==> src/rtl/text_readability_statistics_core_assert.svh <==
// ----------------------------------------------------------------------------
// text readability statistics core: assertion macros
// concurrent checks on the clk / rst_n pair of the including module
// ----------------------------------------------------------------------------
`ifndef TEXT_READABILITY_STATISTICS_CORE_ASSERT_SVH
`define TEXT_READABILITY_STATISTICS_CORE_ASSERT_SVH

// condition implies consequence in the same cycle
`define TRS_ASSERT_NOW(label, cond, cons, msg) \
  label: assert property (@(posedge clk) disable iff (!rst_n) (cond) |-> (cons)) \
    else $error(msg);

// condition implies consequence in the next cycle
`define TRS_ASSERT_NEXT(label, cond, cons, msg) \
  label: assert property (@(posedge clk) disable iff (!rst_n) (cond) |=> (cons)) \
    else $error(msg);

`endif

==> src/rtl/trs_pkg.sv <==
// ----------------------------------------------------------------------------
// trs_pkg
// shared types, constants and the end-of-text sequencer program
// ----------------------------------------------------------------------------
`default_nettype none

package trs_pkg;

  localparam int CNT_W                 = 21;
  localparam int DEF_MAX_TEXT_BYTES    = 1048576;
  localparam int DEF_WORD_BUFFER_BYTES = 64;
  localparam int ACC_W                 = 64;
  localparam int MUL_A_W               = 2 * CNT_W;
  localparam int MUL_B_W               = CNT_W + 1;
  localparam int STEP_W                = 5;
  localparam int OUT_DATA_W            = 296;

  // step kinds
  localparam logic [2:0] K_MUL  = 3'd0;
  localparam logic [2:0] K_MAC  = 3'd1;
  localparam logic [2:0] K_MACF = 3'd2;
  localparam logic [2:0] K_DIV  = 3'd3;
  localparam logic [2:0] K_END  = 3'd4;

  // multiplier a operand / divisor select
  localparam logic [2:0] A_W   = 3'd0;
  localparam logic [2:0] A_S   = 3'd1;
  localparam logic [2:0] A_Y   = 3'd2;
  localparam logic [2:0] A_L   = 3'd3;
  localparam logic [2:0] A_WW  = 3'd4;
  localparam logic [2:0] A_YS  = 3'd5;
  localparam logic [2:0] A_DEN = 3'd6;

  // multiplier b operand select
  localparam logic [1:0] B_CONST = 2'd0;
  localparam logic [1:0] B_W     = 2'd1;
  localparam logic [1:0] B_S     = 2'd2;

  // destinations of product steps
  localparam logic [2:0] D_WW  = 3'd0;
  localparam logic [2:0] D_YS  = 3'd1;
  localparam logic [2:0] D_DEN = 3'd2;

  // destinations of quotient steps
  localparam logic [2:0] D_AVGLEN  = 3'd0;
  localparam logic [2:0] D_AVGSENT = 3'd1;
  localparam logic [2:0] D_AVGSYL  = 3'd2;
  localparam logic [2:0] D_EASE    = 3'd3;
  localparam logic [2:0] D_GRADE   = 3'd4;
  localparam logic [2:0] D_FOG     = 3'd5;

  typedef struct packed {
    logic [2:0]                 kind;
    logic [2:0]                 a_sel;
    logic [1:0]                 b_sel;
    logic                       clr;
    logic signed [MUL_B_W-1:0]  k;
    logic [2:0]                 dest;
  } ucode_t;

  typedef struct packed {
    logic   take;
    logic   close;
    logic   clear;
    logic   run;
    ucode_t uc;
  } cmd_t;

  typedef struct packed {
    logic div_done;
  } status_t;

  function automatic ucode_t trs_uc(input logic [2:0] kind, input logic [2:0] a_sel,
                                    input logic [1:0] b_sel, input logic clr,
                                    input logic signed [MUL_B_W-1:0] k,
                                    input logic [2:0] dest);
    ucode_t u;
    u.kind  = kind;
    u.a_sel = a_sel;
    u.b_sel = b_sel;
    u.clr   = clr;
    u.k     = k;
    u.dest  = dest;
    return u;
  endfunction

  // end-of-text program: products, numerators, then one division each
  function automatic ucode_t trs_ucode(input logic [STEP_W-1:0] step);
    ucode_t u;
    case (step)
      5'd0:  u = trs_uc(K_MUL,  A_W,   B_W,     1'b0, 22'sd0,       D_WW);
      5'd1:  u = trs_uc(K_MUL,  A_Y,   B_S,     1'b0, 22'sd0,       D_YS);
      5'd2:  u = trs_uc(K_MUL,  A_W,   B_S,     1'b0, 22'sd0,       D_DEN);
      5'd3:  u = trs_uc(K_MAC,  A_L,   B_CONST, 1'b1, 22'sd1000,    D_WW);
      5'd4:  u = trs_uc(K_DIV,  A_W,   B_CONST, 1'b0, 22'sd0,       D_AVGLEN);
      5'd5:  u = trs_uc(K_MAC,  A_W,   B_CONST, 1'b1, 22'sd1000,    D_WW);
      5'd6:  u = trs_uc(K_DIV,  A_S,   B_CONST, 1'b0, 22'sd0,       D_AVGSENT);
      5'd7:  u = trs_uc(K_MAC,  A_Y,   B_CONST, 1'b1, 22'sd1000,    D_WW);
      5'd8:  u = trs_uc(K_DIV,  A_W,   B_CONST, 1'b0, 22'sd0,       D_AVGSYL);
      5'd9:  u = trs_uc(K_MAC,  A_DEN, B_CONST, 1'b1, 22'sd206835,  D_WW);
      5'd10: u = trs_uc(K_MAC,  A_WW,  B_CONST, 1'b0, -22'sd1015,   D_WW);
      5'd11: u = trs_uc(K_MAC,  A_YS,  B_CONST, 1'b0, -22'sd84600,  D_WW);
      5'd12: u = trs_uc(K_DIV,  A_DEN, B_CONST, 1'b0, 22'sd0,       D_EASE);
      5'd13: u = trs_uc(K_MAC,  A_WW,  B_CONST, 1'b1, 22'sd390,     D_WW);
      5'd14: u = trs_uc(K_MAC,  A_YS,  B_CONST, 1'b0, 22'sd11800,   D_WW);
      5'd15: u = trs_uc(K_MAC,  A_DEN, B_CONST, 1'b0, -22'sd15590,  D_WW);
      5'd16: u = trs_uc(K_DIV,  A_DEN, B_CONST, 1'b0, 22'sd0,       D_GRADE);
      5'd17: u = trs_uc(K_MAC,  A_WW,  B_CONST, 1'b1, 22'sd400,     D_WW);
      5'd18: u = trs_uc(K_MACF, A_YS,  B_CONST, 1'b0, 22'sd12000,   D_WW);
      5'd19: u = trs_uc(K_MACF, A_DEN, B_CONST, 1'b0, -22'sd12000,  D_WW);
      5'd20: u = trs_uc(K_DIV,  A_DEN, B_CONST, 1'b0, 22'sd0,       D_FOG);
      default: u = trs_uc(K_END, A_W,  B_CONST, 1'b0, 22'sd0,       D_WW);
    endcase
    return u;
  endfunction

endpackage

`default_nettype wire

==> src/rtl/trs_ctrl.sv <==
// ----------------------------------------------------------------------------
// trs_ctrl
// controller: byte intake, word close, end-of-text program, result handoff
// ----------------------------------------------------------------------------
`default_nettype none

module trs_ctrl (
  input  wire logic             clk,
  input  wire logic             rst_n,
  input  wire logic             in_tvalid,
  input  wire logic             in_tlast,
  output logic                  in_tready,
  output logic                  out_tvalid,
  input  wire logic             out_tready,
  output trs_pkg::cmd_t         cmd,
  input  wire trs_pkg::status_t status
);

  import trs_pkg::*;

  localparam logic [2:0] ST_IDLE  = 3'd0;
  localparam logic [2:0] ST_CLOSE = 3'd1;
  localparam logic [2:0] ST_RUN   = 3'd2;
  localparam logic [2:0] ST_WAIT  = 3'd3;
  localparam logic [2:0] ST_OUT   = 3'd4;

  logic [2:0]        state_r, state_nxt;
  logic [STEP_W-1:0] step_r, step_nxt;

  assign in_tready  = (state_r == ST_IDLE);
  assign out_tvalid = (state_r == ST_OUT);

  // next state and commands
  always_comb begin
    state_nxt = state_r;
    step_nxt  = step_r;
    cmd       = '0;
    cmd.uc    = trs_ucode(step_r);
    case (state_r)
      ST_IDLE: begin
        if (in_tvalid) begin
          cmd.take = 1'b1;
          if (in_tlast) state_nxt = ST_CLOSE;
        end
      end
      ST_CLOSE: begin
        cmd.close = 1'b1;
        step_nxt  = '0;
        state_nxt = ST_RUN;
      end
      ST_RUN: begin
        case (cmd.uc.kind)
          K_END: state_nxt = ST_OUT;
          K_DIV: begin
            cmd.run   = 1'b1;
            state_nxt = ST_WAIT;
          end
          default: begin
            cmd.run  = 1'b1;
            step_nxt = step_r + 1'b1;
          end
        endcase
      end
      ST_WAIT: begin
        if (status.div_done) begin
          step_nxt  = step_r + 1'b1;
          state_nxt = ST_RUN;
        end
      end
      ST_OUT: begin
        if (out_tready) begin
          cmd.clear = 1'b1;
          state_nxt = ST_IDLE;
        end
      end
      default: state_nxt = ST_IDLE;
    endcase
  end

  always_ff @(posedge clk) begin
    if (!rst_n) begin
      state_r <= ST_IDLE;
      step_r  <= '0;
    end else begin
      state_r <= state_nxt;
      step_r  <= step_nxt;
    end
  end

endmodule

`default_nettype wire

==> config.mk <==
export PLATFORM = sky130hd
export DESIGN_NAME = trs_ctrl
export DESIGN_NICKNAME = d
export VERILOG_FILES = /design/src/rtl/text_readability_statistics_core_assert.svh /design/src/rtl/trs_pkg.sv /design/src/rtl/trs_ctrl.sv
export SDC_FILE = /design/constraint.sdc
export NUM_CORES = 1
export LEC_CHECK = 0
export ABC_AREA = 0
export BUFFER_PORTS_ARGS = -buffer_cell sky130_fd_sc_hd__buf_2
export CORE_UTILIZATION = 48
export DETAILED_ROUTE_END_ITERATION = 10
export HOLD_SLACK_MARGIN = 0.03
export PLACE_DENSITY = 0.84
export SLEW_MARGIN = 20
export SYNTH_ARGS = -nofsm -noshare
export SYNTH_HDL_FRONTEND = slang
export SYNTH_SLANG_ARGS = --single-unit
==> constraint.sdc <==
create_clock -name clk -period 7.23 [get_ports clk]
set_input_delay 1.0845 -clock clk [delete_from_list [all_inputs] [get_ports clk]]
set_output_delay 1.0845 -clock clk [all_outputs]
set_load 0.02 [all_outputs]
Word-level counts from Yosys, hierarchy flattened --
Memories as Yosys holds them, arrays and structs flattened. A register that Yosys moved wholly into a read port is not among the register bits. Index checks and enable logic that the tools add are counted. W data, S select, Z words.
Operators by class: eq/ne operators 12, add/sub/neg operators 1, reduce and logical (&&, ||, !) cells 5, mux-type cells 18
Operators with widths (count):
- $mux W5 | 4
- $pmux W3 S5 | 1
- $pmux W5 S3 | 1
- $mux W3 | 4
- $eq A3 B2 Y1 const B | 3
- $ne A2 B2 Y1 const B | 4
- $mux W1 | 7
- $eq A3 B3 Y1 const B | 2
- $pmux W3 S2 | 1
- $add A5 B1 Y5 const B | 1
- $reduce_and A5 Y1 | 1
- $eq A3 B1 Y1 const B | 1
- $logic_not A3 Y1 | 1
- $ne A3 B1 Y1 const B | 1
- $reduce_and A3 Y1 | 1
- $reduce_bool A3 Y1 | 1
- $ne A2 B1 Y1 const B | 1
- $reduce_or A2 Y1 | 1
Storage, ports and cells: memory bits (read-only) 1088, bits in registers 8, word-level logic and storage cells 39, output and inout bits 40, memories 1
Memories:
- (no name shown) | depth 32, bits a word 34, read ports 1, clocked after Yosys merged registers in 1, write ports 0, RTL line trs_pkg.sv:90 | case (step)

Longest topological paths before layout --
word-level depth 6, mapped depth 12, depth with buffers taken out 11

Least setup slack after synthesis --
No wires, ideal clock.
path kind input port to flip-flop, start input status, end register, netlist name cmd[10], arrival time 2.744 ns, setup slack 4.355 ns, cell stages on the path 9, cells stage by stage nor2b_1 -> nand2_1 -> nand3_1 -> o21ai_1 -> nor2_1 -> inv_1 -> ha_1 -> a22oi_1 -> o211ai_1
On the way: cells in the longest elaborated chain, start to end 4
RTL lines:
- from (decl) | RTL line trs_ctrl.sv:16 | input wire trs_pkg::status_t status
- $ne A2 B2 Y1 (no line)
- $reduce_and A3 Y1 (no line)
- $mux W5 (no line) (2 in series)
Every way passes these cells. A chain may end at the register's enable or synchronous reset.

Worst setup path after layout --
start input status, end register, netlist name cmd[29]
On the way: cells in the longest elaborated chain, start to end 4
RTL lines:
- $ne A2 B2 Y1 (no line)
- $reduce_and A3 Y1 (no line)
- $mux W5 (no line) (2 in series)
Every way passes these cells.

==> impl_metrics.ini <==
[critical_path]
rrSetupSlack_ns = 4.10
cp-start-kind = input port
slowest_delay_ns = 0.53
timing.rr.start = state_r[0]$_SDFFE_PN0P_
r2r-end = cmd[12]$_DFF_P_
worstSetupEndpointType = register
cp-startpoint = status
critPathMostFrequentCell = nand3_1
cp.arrival_ns = 3.40
worstPathRequired_ns = 7.44
ff2ff_path_depth = 9
cp_max_fo = 8
slowest_stage = nor2_1
path_cells = buf_2, nor2b_1, nand2_1, nand3_1, o21ai_1, nor2_1, inv_1, ha_1, mux2i_1, nand3_1, o211ai_1
cp-endpoint = cmd[29]$_DFF_P_
criticalPathCategory = in -> reg

[route]
wl_per_cell_um = 14.3
vias = 1732
wl_um = 4430
drt-initial-drc-count = 182
ant_nets = 0
dr.pass1.iters = 5
drc = 0
routed_via_density = 5.57

[yosys]
synth_top_area_cell = dfxtp_1
ys_async_sr_fraction = 0
synth_edf_count = 0
synth-main-ff-cell = dfxtp_1
synth_fp_nets = 238
synth.distinct_cells = 59
ys_top_cells_by_area = dfxtp_1 (37%), ha_1 (4.9%), nand2_1 (3.9%)
synth_seq_cells = 37
syn_avg_cell_area_um2 = 9.04
syn_area_um2 = 2030
yosysTopAreaCellShare = 0.366
syn_inst = 224
ys_warn_count = 0
seq_area_frac_synth = 0.366

[sta]
setup_tns_ns = 0
setup_viol = 0
slew_headroom = 0.575
period_share = 0.442
holdWs_ns = 0.668
fin_ws_ns = 4.03
maxClockFrequency_ghz = 0.313
finalClockSkew_ns = 0.00503
fin_crit_ns = 3.20
rsz0062_at_grt = no
worstMarginPinSlew_ns = 0.635
hold_violations = 0
maxSlewViolCount = 0

[power]
cellLeakagePower_uw = 0.00106
peakVddDrop_uv = 96.7
p_per_area_nw_per_um2 = 167

[floorplan]
dieArea_um2 = 4480
ios = 46
core_area_um2 = 4030
dieWidth_um = 67.0
die_h_um = 67.0
initial_core_util = 0.503
num_rows = 23

[placed_design]
hpwl_um = 3210
io_buffers = 45
globalplace.congestion = 0.928
place_ws_ns = 3.79
placed_cells = 304

[global_routing]
grt_pass1_vias = 1533
gr-total-overflow = 0
grt_max_degree = 17
antenna_found_initial = 0
grt_usage = 0.215
grt_pass1_wl_um = 7160

[hold_path]
hp-class = reg -> reg

[clocking]
cts_num_sinks = 37
clockBufferDepth = 2
cts_tree = yes
clock_latency_ns = 0.29
root_buffer = clkbuf_8
cts_setup_buffers = 0
h-tree-depth = 2
cts_made_buffers = 5
cts_resized = 0
clk_pin_slew_ns = 0.07
cts_hold_buf = 0

[run]
cap_violations = 0

[layout]
finalNetCount = 275
diodes = 0
instances_no_fill = 311
final_layout_size_suffix_gt1_frac = 0.287
area_growth_pct = 12.3

[outcome]
status = finished, final reports clean
## cells in the mapped netlist, drive strengths merged (5+ instances only)
cell and count:
o21ai 14, a21oi 9, buf 15, nand2 27
nor2 15, dfxtp 37, inv 10, a32oi 5
nand3 15, o211ai 5, ha 8, nor3 7
## where the power goes
part           internal, uW  switching [uW]  leakage [uW]  total [uW]
clock                  66.7            70.7     0.0000412         137
sequential              206            2.86      0.000299         209
combinational          11.9            22.1      0.000717        34.0
## layer usage
metal	wire, um	global-route usage	up-vias
met1	2050	0.284	787
met3	272	0.0428	6
met4	53	0.106	0
li1	-	-	874
met2	2060	0.328	65
met5	0	0	-
## final cells by class
class                   count  area (um2)
multi-input cells         160        1120
well taps                  50        62.6
clock buffers               6        72.6
flip-flops and latches     37         741
fillers                   369        1750
repair buffers             45         225
inverters                  12        46.3
clock inverters             1        8.76
## flip-flops by register name, summed over array words and instances (netlist names)
| name | flops |
|---|---|
| cmd | 29 |
| state_r | 3 |
| step_r | 5 |
## worst min path at each step
stage	end	cells after the start	start
2_1_floorplan	state_r[1]$_SDFFE_PN0P_	3	state_r[1]$_SDFFE_PN0P_
3_3_place_gp	state_r[0]$_SDFFE_PN0P_	2	state_r[1]$_SDFFE_PN0P_
3_5_place_dp	state_r[0]$_SDFFE_PN0P_	2	state_r[1]$_SDFFE_PN0P_
4_1_cts	state_r[0]$_SDFFE_PN0P_	2	state_r[1]$_SDFFE_PN0P_
5_1_grt	state_r[1]$_SDFFE_PN0P_	2	state_r[1]$_SDFFE_PN0P_
6_report	state_r[1]$_SDFFE_PN0P_	2	state_r[1]$_SDFFE_PN0P_
## stage by stage
stage                     instance area (um2)   util  total power [uW]
final                                    2270  0.565               381
after global routing                     2270  0.565               397
after CTS                                2270  0.565               383
after detailed placement                 2190  0.544               247
after global placement                   2190  0.544               247
after floorplan                          2030      -               240
## cells by family after synthesis
group,count (synthesis),synth area share
buf+inv,27,0.0821
fa+ha+maj,8,0.0494
mux,3,0.0148
flops,37,0.366
compound gates,54,0.201
xor+xnor,3,0.0130
simple gates,92,0.274
## cells in the final DEF, fill, tap and decap left out, types with 3 or more instances in the layout
cell type,Yosys,final
nand3_1,15,15
o21ai_1,3,3
ha_1,8,8
and3_1,3,3
nor2_1,14,14
a32oi_1,5,5
a31oi_1,3,3
and2_1,3,3
buf_2,3,45
nor3b_1,3,3
nand2_2,4,4
clkbuf_8,0,5
nor2b_1,3,3
nand2b_1,3,3
mux2i_1,3,3
dfxtp_1,37,37
nor3_1,5,5
o211ai_1,4,4
inv_1,10,10
a21oi_1,9,9
nand2_1,21,21
o21ai_0,10,10
## worst max-delay path: cells and delay by family
family | cells | cell delay (ns)
adder cells (fa/ha/maj) | 1 | 0.40
AND/OR/NAND/NOR | 5 | 1.15
AO/OA/AOI/OAI | 2 | 0.26
buffers and inverters | 2 | 0.35
multiplexers | 1 | 0.16
Note: power is estimated with default switching activity, not from simulation.
